File: src/rtl/core/pcrb_pkg.sv
package pcrb_pkg;

	// Widest delay line the bank is built for sets the width of line positions.
	localparam int POS_W = 13;
	localparam int CFG_W = 23;
	localparam int MIN_DELAY = 2;
	localparam logic [22:0] ONE_Q22 = 23'd4194304;
	localparam logic [22:0] SMOOTH_RESET = 23'd2282130;

	localparam logic REG_MODE = 1'b0;
	localparam logic REG_SMOOTH = 1'b1;

	typedef struct packed {
		logic start;
		logic clear;
		logic mode;
		logic in_range;
		logic [3:0] res;
		logic [POS_W-1:0] wpos;
		logic [POS_W-1:0] rd0;
		logic [POS_W-1:0] rd1;
		logic [15:0] frac;
		logic [21:0] gain;
		logic [22:0] smooth;
		logic signed [23:0] coef_cos;
		logic signed [23:0] coef_sin;
		logic [22:0] scale;
	} lane_cmd_t;

	typedef struct packed {
		logic clearing;
		logic done;
		logic signed [31:0] wet;
	} lane_stat_t;

endpackage

File: src/rtl/core/pcrb_merge.sv
module pcrb_merge
	import pcrb_pkg::*;
(
	input logic clk,
	input logic arst_n,
	input lane_stat_t stat_left,
	input lane_stat_t stat_right,
	output logic ack,
	output logic out_valid,
	input logic out_ready,
	output logic signed [31:0] wet_left,
	output logic signed [31:0] wet_right
);

	logic valid_q;

	// Both lanes finish together; their pair moves into the output register at once.
	assign ack = stat_left.done && stat_right.done && (!valid_q || out_ready);

	always_ff @(posedge clk or negedge arst_n) begin
		if (!arst_n) begin
			valid_q <= 1'b0;
		end else if (ack) begin
			valid_q <= 1'b1;
		end else if (out_ready) begin
			valid_q <= 1'b0;
		end
	end

	always_ff @(posedge clk) begin
		if (ack) begin
			wet_left <= stat_left.wet;
			wet_right <= stat_right.wet;
		end
	end

	assign out_valid = valid_q;

endmodule

File: config.mk
export PLATFORM = sky130hd
export DESIGN_NAME = pcrb_merge
export DESIGN_NICKNAME = d
export VERILOG_FILES = /design/src/rtl/core/pcrb_pkg.sv /design/src/rtl/core/pcrb_merge.sv
export SDC_FILE = /design/constraint.sdc
export NUM_CORES = 1
export LEC_CHECK = 0
export BUFFER_PORTS_ARGS = -buffer_cell sky130_fd_sc_hd__buf_4
export CAP_MARGIN = 15
export CORE_MARGIN = 4
export CORE_UTILIZATION = 40
export CTS_CLUSTER_DIAMETER = 30
export DETAILED_ROUTE_END_ITERATION = 12
export HOLD_SLACK_MARGIN = 0.15
export PLACE_DENSITY = 0.8
export SLEW_MARGIN = 20
export SYNTH_ARGS = -nofsm -noshare
export SYNTH_HDL_FRONTEND = slang
export SYNTH_SLANG_ARGS = --single-unit
File: constraint.sdc
create_clock -name clk -period 3.8 [get_ports clk]
set_clock_uncertainty 0.1 [all_clocks]
set_input_delay 0.57 -clock clk [delete_from_list [all_inputs] [get_ports clk]]
set_output_delay 0.57 -clock clk [all_outputs]
set_load 0.1 [all_outputs]
==> flow_summary.json <==
{
  "rows": 25,
  "firstDrtPassIters": 4,
  "timing.final.crit_share_pct": 50.0,
  "crit_chain": "a21oi_4 -> buf_4",
  "hold_start": "stat_left[29]",
  "path_clk_slew_ns": 0.07,
  "synthesis.area_um2": 1980,
  "synth_seq_cells": 65,
  "critPathRequiredTime_ns": 3.13,
  "path_class": "flop to output port",
  "slowest_delay_ns": 0.43,
  "cp.arrival_ns": 1.23,
  "synth.avg_cell_area_um2": 28.2,
  "core_um2": 4750,
  "cts.sinks": 65,
  "cts_tree": "built",
  "power_density_nw_per_um2": 539,
  "tightest_slew_ns": 0.782,
  "first_iter_violations": 47,
  "viasPerCell": 4.25,
  "yosysSeqAreaShare_pct": 98.5,
  "yosys.area.top_type": "edfxtp_1",
  "slew_headroom_pct": 47.9,
  "path_delay_family": "flip-flops",
  "grt-ovfl-total": 0,
  "synth-main-ff-cell": "edfxtp_1",
  "drv_cap": 0,
  "clock-root-buffer": "clkbuf_8",
  "netlist_instances": 70,
  "hold_viol_final": 0,
  "globalplace.congestion": 0.657,
  "final_area_um2": 3300,
  "worst_path_max_delay_cell": "dfrtp_1",
  "syn-num-nets": 141,
  "start_kind": "flop",
  "grt_first_pass_wirelength_um": 7200,
  "worstSkewPairLatency_ns": 0.32,
  "cts_buffers": 9,
  "htree_levels": 3,
  "io_pins": 137,
  "die_w_um": 78.3,
  "first_global_vias": 1418,
  "peakVddDrop_uv": 457,
  "setup_viol": 0,
  "dieArea_um2": 6130,
  "worst_slack_ns": 1.90,
  "ff2ff_path_depth": 2,
  "status": "finished clean",
  "yosys_warnings": 0,
  "ant_nets": 0,
  "initial_core_util_pct": 41.6,
  "p_leak_nw": 1.38,
  "synthArstFlopShare_pct": 1.54,
  "synth_edf_count": 64,
  "rsz0062_at_grt": "false",
  "grt_max_degree": 65,
  "endpoint_kind": "output port",
  "antenna_found_initial": 0,
  "vias": 1229,
  "place.port_buffers": 134,
  "rrSetupSlack_ns": 2.06,
  "drt-total-wl_um": 4810,
  "synth.top_cell.area_share_pct": 97.3,
  "diodes": 0,
  "crit_buf_inv": 1,
  "slew_violations": 0,
  "nNetsFinal": 288,
  "synthTopCellsByCount": "edfxtp_1, inv_1",
  "placed_area_um2": 3080,
  "r2r-start": "out_valid",
  "holdPathStages": 1,
  "fin_setup_tns_ns": 0,
  "r2r-end": "wet_left[12]",
  "synth_most_common_cell": "edfxtp_1",
  "crit_fanout": 3,
  "fmax_ghz": 0.526,
  "area_growth_pct": 67.1,
  "drive_gt1_share_pct": 67.6,
  "dieHeight_um": 78.3,
  "period_minus_slack_ns": 1.90,
  "yosysUniqueCellTypes": 6,
  "synth_top_cells_by_area": "edfxtp_1, dfrtp_1, a21oi_2, o21ai_2, inv_1",
  "drc": 0,
  "grt_usage_pct": 16.5,
  "pre_cts_ws_ns": 1.78,
  "cts_buffer_depth": 2,
  "wl_per_cell_um": 16.6,
  "hold_class": "input pin to flop",
  "min_to": "wet_left[29]",
  "cts_setup_buffers": 0
}
final cells by class:
type | instances | area [µm²]
clock buffers | 10 | 128
clock inverters | 6 | 82.6
fillers | 323 | 1450
inverters | 2 | 7.51
multi-input cells | 3 | 28.8
flip-flops and latches | 65 | 1950
well taps | 67 | 83.8
repair buffers | 136 | 1020
logic make-up after synthesis:
family | synth area share, %
AND/OR/NAND/NOR | 0.190
AO/OA/AOI/OAI | 0.887
flip-flops | 98.5
buffers and inverters | 0.380
how the worst max path moves through the flow:
stage | startpoint | end | slack, ns | cells after the start
6_report | out_valid | ack | 1.90 | 2
3_3_place_gp | stat_left[32] | wet_right[13] | 1.81 | 4
5_1_grt | out_valid | ack | 1.85 | 2
4_1_cts | out_valid | ack | 1.89 | 2
2_1_floorplan | out_valid | ack | 0.65 | 1
3_5_place_dp | stat_left[32] | wet_left[16] | 1.78 | 4
registers in the layout (all words and copies together), names as in the netlist:
signal and count:
wet_right 32, wet_left 32, out_valid 1
report_power, final:
group	internal, mW	switching, mW
clock	0.365	0.248
combinational	0.0810	0.249
sequential	0.825	0.00921
through the flow:
step / hold WS [ns] / total power [mW] / util, % / cells
6_report: 0.312 / 1.78 / 69.4 / 289
5_1_grt: 0.286 / 1.84 / 69.4 / 289
4_1_cts: 0.299 / 1.79 / 69.4 / 289
3_5_place_dp: 0.252 / 1.18 / 64.8 / 272
3_3_place_gp: 0.249 / 1.17 / 64.8 / 272
2_1_floorplan: 0.174 / 1.08 / - / 70
timing repair:
action | 4_1_cts | 5_1_grt
gates resized for setup | 0 | 0
hold buffers | 1 | 0
hold endpoints to repair | 1 | 0
layout by cell type (no fill, tap or decap):
cell type and n:
nand2_1 1, bufinv_16 2, a21oi_4 1, clkbuf_1 1
inv_1 2, buf_4 135, clkbuf_8 9, clkinv_1 2
edfxtp_1 64, o21ai_2 1, clkinvlp_4 2, dlygate4sd3_1 1
dfrtp_1 1
routing by layer:
layer / wire (µm) / up-vias / GRT usage, % / part of all wire (%)
met5: 0 / - / 0 / 0
met4: 92 / 0 / 7.87 / 1.9
met3: 711 / 8 / 10.9 / 15
met2: 2510 / 85 / 27.1 / 52
met1: 1490 / 565 / 15.8 / 31
li1: - / 571 / - / -
No activity file was read; power rests on OpenSTA's default activity.
